==> src/gbwf_pkg.sv <==
package gbwf_pkg;

  // Element kind codes
  localparam logic [1:0] KIND_POINT  = 2'd0;
  localparam logic [1:0] KIND_VECTOR = 2'd1;
  localparam logic [1:0] KIND_LINE   = 2'd2;

  // One input element
  typedef struct packed {
    logic [1:0]         kind;
    logic               active;
    logic signed [31:0] first_value;
    logic signed [31:0] second_value;
    logic signed [31:0] third_value;
    logic signed [31:0] fourth_value;
    logic               last_element;
  } in_item_t;

  // One fitted window
  typedef struct packed {
    logic signed [31:0] window_x_low;
    logic signed [31:0] window_x_high;
    logic signed [31:0] window_y_low;
    logic signed [31:0] window_y_high;
    logic               used_default;
  } out_item_t;

  // Which candidate point goes into the box this cycle
  typedef enum logic [2:0] {
    CAND_NONE,
    CAND_POINT,
    CAND_ORIGIN,
    CAND_TIP,
    CAND_ZERO,
    CAND_Y_QUOT,
    CAND_X_QUOT
  } cand_sel_t;

  // Controller to datapath
  typedef struct packed {
    logic      capture;
    cand_sel_t cand;
    logic      div_start;
    logic      div_by_a;
    logic      pad_clamp;
    logic      pad_extent;
    logic      emit;
  } dp_cmd_t;

  // Datapath to controller
  typedef struct packed {
    logic [1:0] kind;
    logic       active;
    logic       last;
    logic       a_zero;
    logic       b_zero;
    logic       div_done;
    logic       out_free;
  } dp_sts_t;

endpackage

==> src/gbwf_div.sv <==
// Bit-serial restoring divider: quot = sat32(-(num * 2^FRAC_BITS) / den),
// truncated toward zero. One quotient bit per cycle, then a saturate step.
module gbwf_div #(
  parameter int FRAC_BITS = 16
) (
  input  logic               clk,
  input  logic               rst_n,
  input  logic               start,
  input  logic signed [31:0] num,
  input  logic signed [31:0] den,
  output logic               done,
  output logic signed [31:0] quot
);

  localparam int DW = 32 + FRAC_BITS;
  localparam int CW = $clog2(DW);

  typedef enum logic [1:0] {
    DV_IDLE,
    DV_RUN,
    DV_SAT
  } dv_state_t;

  dv_state_t          state_r;
  logic [CW-1:0]      cnt_r;
  logic [31:0]        rem_r;
  logic [DW-1:0]      dvd_r;
  logic [31:0]        den_r;
  logic               neg_r;
  logic               done_r;
  logic signed [31:0] quot_r;

  logic [31:0] num_mag;
  logic [31:0] den_mag;
  logic [32:0] shifted;
  logic [33:0] diff;
  logic        qbit;
  logic        hi_nz;
  logic        over;
  logic [31:0] sat_val;

  // Operand magnitudes; the result is negative when num and den share a sign
  assign num_mag = num[31] ? 32'(-num) : 32'(num);
  assign den_mag = den[31] ? 32'(-den) : 32'(den);

  // Trial subtract
  assign shifted = {rem_r, dvd_r[DW-1]};
  assign diff    = {1'b0, shifted} - {2'b00, den_r};
  assign qbit    = ~diff[33];

  // Saturation of the quotient magnitude
  assign hi_nz = |dvd_r[DW-1:32];
  always_comb begin
    if (neg_r) begin
      over    = hi_nz || (dvd_r[31] && (|dvd_r[30:0]));
      sat_val = over ? 32'h8000_0000 : 32'(-dvd_r[31:0]);
    end else begin
      over    = hi_nz || dvd_r[31];
      sat_val = over ? 32'h7FFF_FFFF : dvd_r[31:0];
    end
  end

  always_ff @(posedge clk) begin
    if (!rst_n) begin
      state_r <= DV_IDLE;
      done_r  <= 1'b0;
    end else begin
      done_r <= 1'b0;
      unique case (state_r)
        DV_IDLE: begin
          if (start) begin
            rem_r   <= '0;
            dvd_r   <= {num_mag, {FRAC_BITS{1'b0}}};
            den_r   <= den_mag;
            neg_r   <= ~(num[31] ^ den[31]);
            cnt_r   <= CW'(DW - 1);
            state_r <= DV_RUN;
          end
        end
        DV_RUN: begin
          rem_r <= qbit ? diff[31:0] : shifted[31:0];
          dvd_r <= {dvd_r[DW-2:0], qbit};
          cnt_r <= cnt_r - 1'b1;
          if (cnt_r == '0) begin
            state_r <= DV_SAT;
          end
        end
        DV_SAT: begin
          quot_r  <= sat_val;
          done_r  <= 1'b1;
          state_r <= DV_IDLE;
        end
        default: state_r <= DV_IDLE;
      endcase
    end
  end

  assign done = done_r;
  assign quot = quot_r;

endmodule

==> src/gbwf_dp.sv <==
// Datapath: item register, running box, divider, padding and output register.
module gbwf_dp #(
  parameter int FRAC_BITS = 16
) (
  input  logic                clk,
  input  logic                rst_n,
  input  gbwf_pkg::dp_cmd_t   cmd,
  output gbwf_pkg::dp_sts_t   sts,
  input  gbwf_pkg::in_item_t  in_data,
  output logic                out_valid,
  input  logic                out_stall,
  output gbwf_pkg::out_item_t out_data
);

  localparam logic [31:0] TWO_FX = 32'(64'd2 << FRAC_BITS);
  localparam logic [31:0] DEF_X  = 32'(64'd10 << FRAC_BITS);
  localparam logic [31:0] DEF_Y  = 32'(64'd25 << (FRAC_BITS - 2));

  function automatic logic [31:0] sat32(input logic [34:0] v);
    logic [31:0] r;
    if ((v[34:31] == 4'b0000) || (v[34:31] == 4'b1111)) begin
      r = v[31:0];
    end else begin
      r = v[34] ? 32'h8000_0000 : 32'h7FFF_FFFF;
    end
    return r;
  endfunction

  gbwf_pkg::in_item_t  item_r;
  gbwf_pkg::out_item_t out_r;
  logic                out_valid_r;
  logic signed [31:0]  tip_x_r, tip_y_r;
  logic                seen_r, only_lines_r;
  logic signed [31:0]  bxl_r, bxh_r, byl_r, byh_r;
  logic signed [31:0]  cxl_r, cxh_r, cyl_r, cyh_r;
  logic [32:0]         ext_x_r, ext_y_r;
  logic [31:0]         pad_x_r, pad_y_r;

  logic signed [31:0]  cand_x, cand_y;
  logic signed [31:0]  quot;
  logic                div_done;
  logic signed [31:0]  cxl, cxh, cyl, cyh;
  logic [31:0]         tip_x, tip_y;

  // Serial divider for the line intercepts
  gbwf_div #(
    .FRAC_BITS(FRAC_BITS)
  ) u_div (
    .clk  (clk),
    .rst_n(rst_n),
    .start(cmd.div_start),
    .num  (item_r.third_value),
    .den  (cmd.div_by_a ? item_r.first_value : item_r.second_value),
    .done (div_done),
    .quot (quot)
  );

  // Vector tip, saturated per axis
  assign tip_x = sat32({{3{in_data.third_value[31]}}, in_data.third_value}
                     + {{3{in_data.first_value[31]}}, in_data.first_value});
  assign tip_y = sat32({{3{in_data.fourth_value[31]}}, in_data.fourth_value}
                     + {{3{in_data.second_value[31]}}, in_data.second_value});

  // Candidate select
  always_comb begin
    unique case (cmd.cand)
      gbwf_pkg::CAND_POINT: begin
        cand_x = item_r.first_value;
        cand_y = item_r.second_value;
      end
      gbwf_pkg::CAND_ORIGIN: begin
        cand_x = item_r.third_value;
        cand_y = item_r.fourth_value;
      end
      gbwf_pkg::CAND_TIP: begin
        cand_x = tip_x_r;
        cand_y = tip_y_r;
      end
      gbwf_pkg::CAND_Y_QUOT: begin
        cand_x = '0;
        cand_y = quot;
      end
      gbwf_pkg::CAND_X_QUOT: begin
        cand_x = quot;
        cand_y = '0;
      end
      default: begin
        cand_x = '0;
        cand_y = '0;
      end
    endcase
  end

  // Lines alone: pull the box over the origin
  assign cxl = (only_lines_r && !bxl_r[31]) ? '0 : bxl_r;
  assign cxh = (only_lines_r &&  bxh_r[31]) ? '0 : bxh_r;
  assign cyl = (only_lines_r && !byl_r[31]) ? '0 : byl_r;
  assign cyh = (only_lines_r &&  byh_r[31]) ? '0 : byh_r;

  // Set state: seen flag, lines-only flag, running box
  always_ff @(posedge clk) begin
    if (!rst_n) begin
      seen_r       <= 1'b0;
      only_lines_r <= 1'b1;
      bxl_r        <= '0;
      bxh_r        <= '0;
      byl_r        <= '0;
      byh_r        <= '0;
    end else if (cmd.emit) begin
      seen_r       <= 1'b0;
      only_lines_r <= 1'b1;
      bxl_r        <= '0;
      bxh_r        <= '0;
      byl_r        <= '0;
      byh_r        <= '0;
    end else begin
      if (cmd.capture && in_data.active && (in_data.kind != gbwf_pkg::KIND_LINE)) begin
        only_lines_r <= 1'b0;
      end
      if (cmd.cand != gbwf_pkg::CAND_NONE) begin
        seen_r <= 1'b1;
        if (!seen_r) begin
          bxl_r <= cand_x;
          bxh_r <= cand_x;
          byl_r <= cand_y;
          byh_r <= cand_y;
        end else begin
          if (cand_x < bxl_r) bxl_r <= cand_x;
          if (cand_x > bxh_r) bxh_r <= cand_x;
          if (cand_y < byl_r) byl_r <= cand_y;
          if (cand_y > byh_r) byh_r <= cand_y;
        end
      end
    end
  end

  // Item capture and padding pipeline
  always_ff @(posedge clk) begin
    if (cmd.capture) begin
      item_r  <= in_data;
      tip_x_r <= tip_x;
      tip_y_r <= tip_y;
    end
    if (cmd.pad_clamp) begin
      cxl_r   <= cxl;
      cxh_r   <= cxh;
      cyl_r   <= cyl;
      cyh_r   <= cyh;
      ext_x_r <= {cxh[31], cxh} - {cxl[31], cxl};
      ext_y_r <= {cyh[31], cyh} - {cyl[31], cyl};
    end
    if (cmd.pad_extent) begin
      pad_x_r <= {1'b0, ext_x_r[32:2]} + TWO_FX;
      pad_y_r <= {1'b0, ext_y_r[32:2]} + TWO_FX;
    end
  end

  // Output register
  always_ff @(posedge clk) begin
    if (!rst_n) begin
      out_valid_r <= 1'b0;
    end else if (cmd.emit) begin
      out_valid_r <= 1'b1;
    end else if (!out_stall) begin
      out_valid_r <= 1'b0;
    end
  end

  always_ff @(posedge clk) begin
    if (cmd.emit) begin
      if (seen_r) begin
        out_r.window_x_low  <= sat32({{3{cxl_r[31]}}, cxl_r} - {3'b000, pad_x_r});
        out_r.window_x_high <= sat32({{3{cxh_r[31]}}, cxh_r} + {3'b000, pad_x_r});
        out_r.window_y_low  <= sat32({{3{cyl_r[31]}}, cyl_r} - {3'b000, pad_y_r});
        out_r.window_y_high <= sat32({{3{cyh_r[31]}}, cyh_r} + {3'b000, pad_y_r});
        out_r.used_default  <= 1'b0;
      end else begin
        out_r.window_x_low  <= -DEF_X;
        out_r.window_x_high <= DEF_X;
        out_r.window_y_low  <= -DEF_Y;
        out_r.window_y_high <= DEF_Y;
        out_r.used_default  <= 1'b1;
      end
    end
  end

  assign out_valid = out_valid_r;
  assign out_data  = out_r;

  // Status
  assign sts.kind     = item_r.kind;
  assign sts.active   = item_r.active;
  assign sts.last     = item_r.last_element;
  assign sts.a_zero   = (item_r.first_value == '0);
  assign sts.b_zero   = (item_r.second_value == '0);
  assign sts.div_done = div_done;
  assign sts.out_free = !out_valid_r || !out_stall;

endmodule

==> src/gbwf_ctrl.sv <==
// Controller: walks one element through its candidates, then pads and emits.
module gbwf_ctrl (
  input  logic              clk,
  input  logic              rst_n,
  input  logic              in_valid,
  output logic              in_stall,
  input  gbwf_pkg::dp_sts_t sts,
  output gbwf_pkg::dp_cmd_t cmd
);

  typedef enum logic [3:0] {
    ST_IDLE,
    ST_DISPATCH,
    ST_POINT,
    ST_ORIGIN,
    ST_TIP,
    ST_ZERO,
    ST_DIVB_GO,
    ST_DIVB_WAIT,
    ST_YQ,
    ST_DIVA_GO,
    ST_DIVA_WAIT,
    ST_XQ,
    ST_FINISH,
    ST_PAD_CLAMP,
    ST_PAD_EXT,
    ST_EMIT
  } state_t;

  state_t state_r;
  state_t state_nxt;

  // Next state
  always_comb begin
    state_nxt = state_r;
    unique case (state_r)
      ST_IDLE:      if (in_valid) state_nxt = ST_DISPATCH;
      ST_DISPATCH: begin
        if (!sts.active) begin
          state_nxt = ST_FINISH;
        end else begin
          unique case (sts.kind)
            gbwf_pkg::KIND_POINT:  state_nxt = ST_POINT;
            gbwf_pkg::KIND_VECTOR: state_nxt = ST_ORIGIN;
            gbwf_pkg::KIND_LINE:   state_nxt = ST_ZERO;
            default:               state_nxt = ST_FINISH;
          endcase
        end
      end
      ST_POINT:     state_nxt = ST_FINISH;
      ST_ORIGIN:    state_nxt = ST_TIP;
      ST_TIP:       state_nxt = ST_FINISH;
      ST_ZERO: begin
        priority if (!sts.b_zero) state_nxt = ST_DIVB_GO;
        else if (!sts.a_zero)     state_nxt = ST_DIVA_GO;
        else                      state_nxt = ST_FINISH;
      end
      ST_DIVB_GO:   state_nxt = ST_DIVB_WAIT;
      ST_DIVB_WAIT: if (sts.div_done) state_nxt = ST_YQ;
      ST_YQ:        state_nxt = sts.a_zero ? ST_FINISH : ST_DIVA_GO;
      ST_DIVA_GO:   state_nxt = ST_DIVA_WAIT;
      ST_DIVA_WAIT: if (sts.div_done) state_nxt = ST_XQ;
      ST_XQ:        state_nxt = ST_FINISH;
      ST_FINISH:    state_nxt = sts.last ? ST_PAD_CLAMP : ST_IDLE;
      ST_PAD_CLAMP: state_nxt = ST_PAD_EXT;
      ST_PAD_EXT:   state_nxt = ST_EMIT;
      ST_EMIT:      if (sts.out_free) state_nxt = ST_IDLE;
      default:      state_nxt = ST_IDLE;
    endcase
  end

  always_ff @(posedge clk) begin
    if (!rst_n) begin
      state_r <= ST_IDLE;
    end else begin
      state_r <= state_nxt;
    end
  end

  // Command decode
  always_comb begin
    cmd            = '0;
    cmd.cand       = gbwf_pkg::CAND_NONE;
    cmd.capture    = (state_r == ST_IDLE) && in_valid;
    cmd.div_start  = (state_r == ST_DIVB_GO) || (state_r == ST_DIVA_GO);
    cmd.div_by_a   = (state_r == ST_DIVA_GO);
    cmd.pad_clamp  = (state_r == ST_PAD_CLAMP);
    cmd.pad_extent = (state_r == ST_PAD_EXT);
    cmd.emit       = (state_r == ST_EMIT) && sts.out_free;
    unique case (state_r)
      ST_POINT:  cmd.cand = gbwf_pkg::CAND_POINT;
      ST_ORIGIN: cmd.cand = gbwf_pkg::CAND_ORIGIN;
      ST_TIP:    cmd.cand = gbwf_pkg::CAND_TIP;
      ST_ZERO:   cmd.cand = gbwf_pkg::CAND_ZERO;
      ST_YQ:     cmd.cand = gbwf_pkg::CAND_Y_QUOT;
      ST_XQ:     cmd.cand = gbwf_pkg::CAND_X_QUOT;
      default:   cmd.cand = gbwf_pkg::CAND_NONE;
    endcase
  end

  assign in_stall = (state_r != ST_IDLE);

endmodule

==> src/geometry_bounding_window_fit.sv <==
// Bounding window fit: takes one element (point, vector or line) per transfer
// and grows an axis-aligned box over its candidate points; the element marked
// last releases a padded window (or the default window when nothing was seen).
// Items are handled one at a time. A point adds itself to the box, a vector
// its origin and tip, and a line the point (0,0) plus one point per intercept
// it has, each intercept from the bit-serial divider that yields one quotient
// bit per cycle (in Q16.16 with the default FRAC_BITS). A last element then
// clamps and pads the box and loads the output register; a new item is
// accepted while a finished window still waits in that register.
module geometry_bounding_window_fit #(
  parameter int FRAC_BITS = 16
) (
  input  logic                clk,
  input  logic                rst_n,
  input  logic                in_valid,
  output logic                in_stall,
  input  gbwf_pkg::in_item_t  in_data,
  output logic                out_valid,
  input  logic                out_stall,
  output gbwf_pkg::out_item_t out_data
);

  gbwf_pkg::dp_cmd_t cmd;
  gbwf_pkg::dp_sts_t sts;

  gbwf_ctrl u_ctrl (
    .clk     (clk),
    .rst_n   (rst_n),
    .in_valid(in_valid),
    .in_stall(in_stall),
    .sts     (sts),
    .cmd     (cmd)
  );

  gbwf_dp #(
    .FRAC_BITS(FRAC_BITS)
  ) u_dp (
    .clk      (clk),
    .rst_n    (rst_n),
    .cmd      (cmd),
    .sts      (sts),
    .in_data  (in_data),
    .out_valid(out_valid),
    .out_stall(out_stall),
    .out_data (out_data)
  );

endmodule
==> config.mk <==
export PLATFORM = sky130hd
export DESIGN_NAME = geometry_bounding_window_fit
export DESIGN_NICKNAME = d
export VERILOG_FILES = /design/src/gbwf_pkg.sv /design/src/gbwf_div.sv /design/src/gbwf_dp.sv /design/src/gbwf_ctrl.sv /design/src/geometry_bounding_window_fit.sv
export SDC_FILE = /design/constraint.sdc
export NUM_CORES = 2
export LEC_CHECK = 0
export BUFFER_PORTS_ARGS = -buffer_cell sky130_fd_sc_hd__buf_2
export CAP_MARGIN = 15
export CORE_ASPECT_RATIO = 1.75
export CORE_MARGIN = 5
export CORE_UTILIZATION = 35
export DETAILED_ROUTE_END_ITERATION = 16
export SLEW_MARGIN = 30
export SYNTH_ARGS = -nofsm -noshare
export SYNTH_HDL_FRONTEND = slang
export SYNTH_SLANG_ARGS = --single-unit
==> constraint.sdc <==
create_clock -name clk -period 19.9 [get_ports clk]
set_input_delay 2.985 -clock clk [delete_from_list [all_inputs] [get_ports clk]]
set_output_delay 2.985 -clock clk [all_outputs]
set_load 0.01 [all_outputs]
==> results.sh <==
export IMPL_status="complete, no violations"
export IMPL_antenna_found_initial=5
export IMPL_max_cap_viol_count=0
export IMPL_fin_tns_setup_ns=0
export IMPL_io_pins=267
export IMPL_fin_skew_ns=0.02864
export IMPL_min_to="u_dp.pad_x_r[16]"
export IMPL_cpLargestDelayFamily="compound AO/OA/AOI/OAI gates"
export IMPL_hp_start="u_dp.ext_x_r[18]"
export IMPL_setup_violations=0
export IMPL_cp_cell_sequence="buf_2 > ha_1 > inv_1 > fa_1 > nor2b_1 > o31a_1 > a31oi_1 > a31oi_1 > o22ai_1 > o21ai_0 > a31o_2 > nand2_1 > a31oi_2 > nand2_1 > a21oi_1"
export IMPL_cts_hold_buffers=0
export IMPL_rr_endpoint="u_dp.bxh_r[5]"
export IMPL_start_util_pct=35.10
export IMPL_r2r_start="u_ctrl.state_r[3]"
export IMPL_critPathBufInv=2
export IMPL_grt_overflow=0
export IMPL_min_period_ns=6.774
export IMPL_hp_class="reg2reg"
export IMPL_cts_num_sinks=868
export IMPL_worstMarginPinSlew_ns=0.9474
export IMPL_route_detailed_drc=0
export IMPL_synth_top_cell_by_area="edfxtp_1"
export IMPL_rows=187
export IMPL_fp_coreArea_um2=148100
export IMPL_drive_gt1_share_pct=9.598
export IMPL_end_kind="register"
export IMPL_r2r_slack_ns=13.92
export IMPL_grt_pass1_vias=38960
export IMPL_cts_buffers=84
export IMPL_numPortBuffers=266
export IMPL_routedWlPerCell_um=20.62
export IMPL_fillers=14410
export IMPL_critPathKind="in2reg"
export IMPL_routed_wirelength_um=150800
export IMPL_powerDensity_nw_per_um2=128.9
export IMPL_cp_required_ns=20.43
export IMPL_cts_buffer_depth=3
export IMPL_drt_first_pass_iters=5
export IMPL_ant_nets=0
export IMPL_die_y_um=519.8
export IMPL_drt_iter0_drc=2362
export IMPL_clkSlewWorstSetupHoldPaths_ns=0.06
export IMPL_syn2layout_area_growth_pct=12.62
export IMPL_rr_worst_depth=17
export IMPL_nets=5824
export IMPL_synth_cell_types=85
export IMPL_track_usage_pct=18.79
export IMPL_rsz0062_at_grt="false"
export IMPL_netlist_top_cells_count="730 x edfxtp_1, 427 x ha_1, 401 x inv_1, 367 x nor2_1, 362 x a21oi_1"
export IMPL_hold_viol=0
export IMPL_cp_slowest_stage_delay_ns=0.61
export IMPL_maxSlewHeadroom_pct=36.84
export IMPL_netlist_area_um2=51990
export IMPL_synth_main_ff_cell="edfxtp_1"
export IMPL_die_w_um=301.3
export IMPL_synth_edf_count=730
export IMPL_clock_latency_ns=0.70
export IMPL_postPlaceCellArea_um2=55580
export IMPL_leakage_nw=23.50
export IMPL_crit_slowest_cell="nand2_1"
export IMPL_num_vias=38460
export IMPL_finalWeightedCongestion=0.9428
export IMPL_worst_ir_drop_vdd_uv=162.6
export IMPL_grt_max_degree=79
export IMPL_postCtsSetupBuffers=0
export IMPL_critPathArrivalTime_ns=7.30
export IMPL_cp_max_fo=22
export IMPL_whs_ns=0.4150
export IMPL_via_per_inst=5.260
export IMPL_largest_reg_flops=129
export IMPL_synthTopCellsByArea="edfxtp_1 42%, ha_1 10%, dfxtp_1 5.3%, a21oi_1 3.5%, o21ai_0 3.2%"
export IMPL_yosysMostFrequentCell="edfxtp_1"
export IMPL_syn_nets=5609
export IMPL_synthArstFlopShare_pct=0
export IMPL_start_kind="primary input"
export IMPL_max_freq_ghz=0.1476
export IMPL_yosys_warnings=0
export IMPL_fin_crit_sh_pct=34.04
export IMPL_cts_tree="built"
export IMPL_dp_hpwl_um=120100
export IMPL_syn_inst=5039
export IMPL_avgSynthCellArea_um2=10.32
export IMPL_grt_pass1_wl_um=229600
export IMPL_die_area_um2=156700
export IMPL_cts_root_buf="clkbuf_16"
export IMPL_fin_area_um2=58550
export IMPL_ys_seq_area_share_pct=47.48
export IMPL_hold_depth=0
export IMPL_slew_viol_final=0
export IMPL_cts_resized=0
export IMPL_synth_top_cell_area_share_pct=42.17
export IMPL_ys_seq_elements=868
export IMPL_h_tree_depth=3
cells in the final DEF, fill, tap and decap left out, types with 62 or more instances in the layout:
cell type / netlist / layout
xor2_1: 148 / 148
buf_2: 0 / 266
edfxtp_1: 730 / 730
a21o_1: 161 / 161
nand3_1: 85 / 85
xnor2_1: 172 / 172
mux2i_1: 155 / 154
o21ai_0: 336 / 336
dfxtp_1: 138 / 137
nand2b_1: 67 / 62
a21oi_1: 362 / 359
ha_1: 427 / 427
inv_1: 401 / 400
a22oi_1: 63 / 63
nor3_1: 87 / 83
nor2_1: 367 / 364
nand2_1: 357 / 356
clkbuf_16: 0 / 85
worst max-delay path by stage:
stage	cells past startpoint	start	slack (ns)	endpoint
2_1_floorplan	3	u_ctrl.state_r[2]	4.19	u_dp.cxh_r[0]
3_3_place_gp	15	in_data[1]	12.10	u_dp.tip_y_r[1]
3_5_place_dp	15	in_data[1]	11.95	u_dp.tip_y_r[24]
4_1_cts	15	in_data[1]	12.70	u_dp.tip_y_r[24]
5_1_grt	15	in_data[65]	12.76	u_dp.tip_y_r[1]
6_report	15	in_data[1]	13.13	u_dp.tip_y_r[1]
report_power, final:
part / internal [W] / switching [W]
clock: 0.000942 / 0.000742
sequential: 0.00243 / 0.000225
combinational: 0.00130 / 0.00190
per-layer routing:
| metal | vias to the layer above | global-route usage (%) | wire length [µm] | share of wire (%) |
|---|---|---|---|---|
| li1 | 19000 | - | - | - |
| met1 | 18260 | 22.41 | 61700 | 41 |
| met2 | 924 | 32.08 | 71920 | 48 |
| met3 | 273 | 2.547 | 6221 | 4.1 |
| met4 | 0 | 11.44 | 10910 | 7.2 |
| met5 | - | 0 | 0 | 0 |
through the flow:
| step | total power (W) | std cells | setup slack, ns | utilization, % |
|---|---|---|---|---|
| 3_5_place_dp | 0.005905 | 7149 | 11.95 | 37.53 |
| 4_1_cts | 0.007608 | 7305 | 12.70 | 39.46 |
| 2_1_floorplan | 0.005010 | 5039 | 4.192 | - |
| 3_3_place_gp | 0.005830 | 7149 | 12.10 | 37.53 |
| 5_1_grt | 0.008062 | 7309 | 12.76 | 39.53 |
| 6_report | 0.007545 | 7312 | 13.13 | 39.53 |
layout make-up:
cell class,count,area (µm²),area share (%)
Timing Repair Buffer,311,1720,2.938
Antenna cell,4,10.01,0.01710
Clock inverter,51,615.6,1.051
Multi-Input combinational cell,3587,25280,43.18
Clock buffer,105,2242,3.829
Tap cell,1984,2482,4.240
Inverter,402,1514,2.586
Sequential cell,868,24680,42.16
worst register-to-register path, stage by stage, from the launching register on:
cell	delay [ns]
dfxtp_1	0.89
nor4b_2	0.13
buf_4	0.38
a22o_1	0.42
a221o_1	0.39
ha_1	0.41
nand4_1	0.18
nor2_1	0.18
and3_1	0.22
nand4_1	0.21
nor2_1	0.27
nand3_1	0.10
a21oi_1	0.36
nor4_1	0.13
nor3_2	0.72
buf_4	0.52
mux2i_1	0.27
nor2_1	0.05
cell families (layout without fill, tap and decap cells):
family,count (synthesis),in the layout,share of synthesized area (%)
xor+xnor,320,320,5.391
buf+inv,584,869,4.231
mux,157,157,3.028
flops,868,868,47.48
other cells,0,4,0
simple gates,1251,1251,11.37
compound gates,1409,1409,17.65
fa+ha+maj,450,450,10.85
No activity file was read; power rests on OpenSTA's default activity.
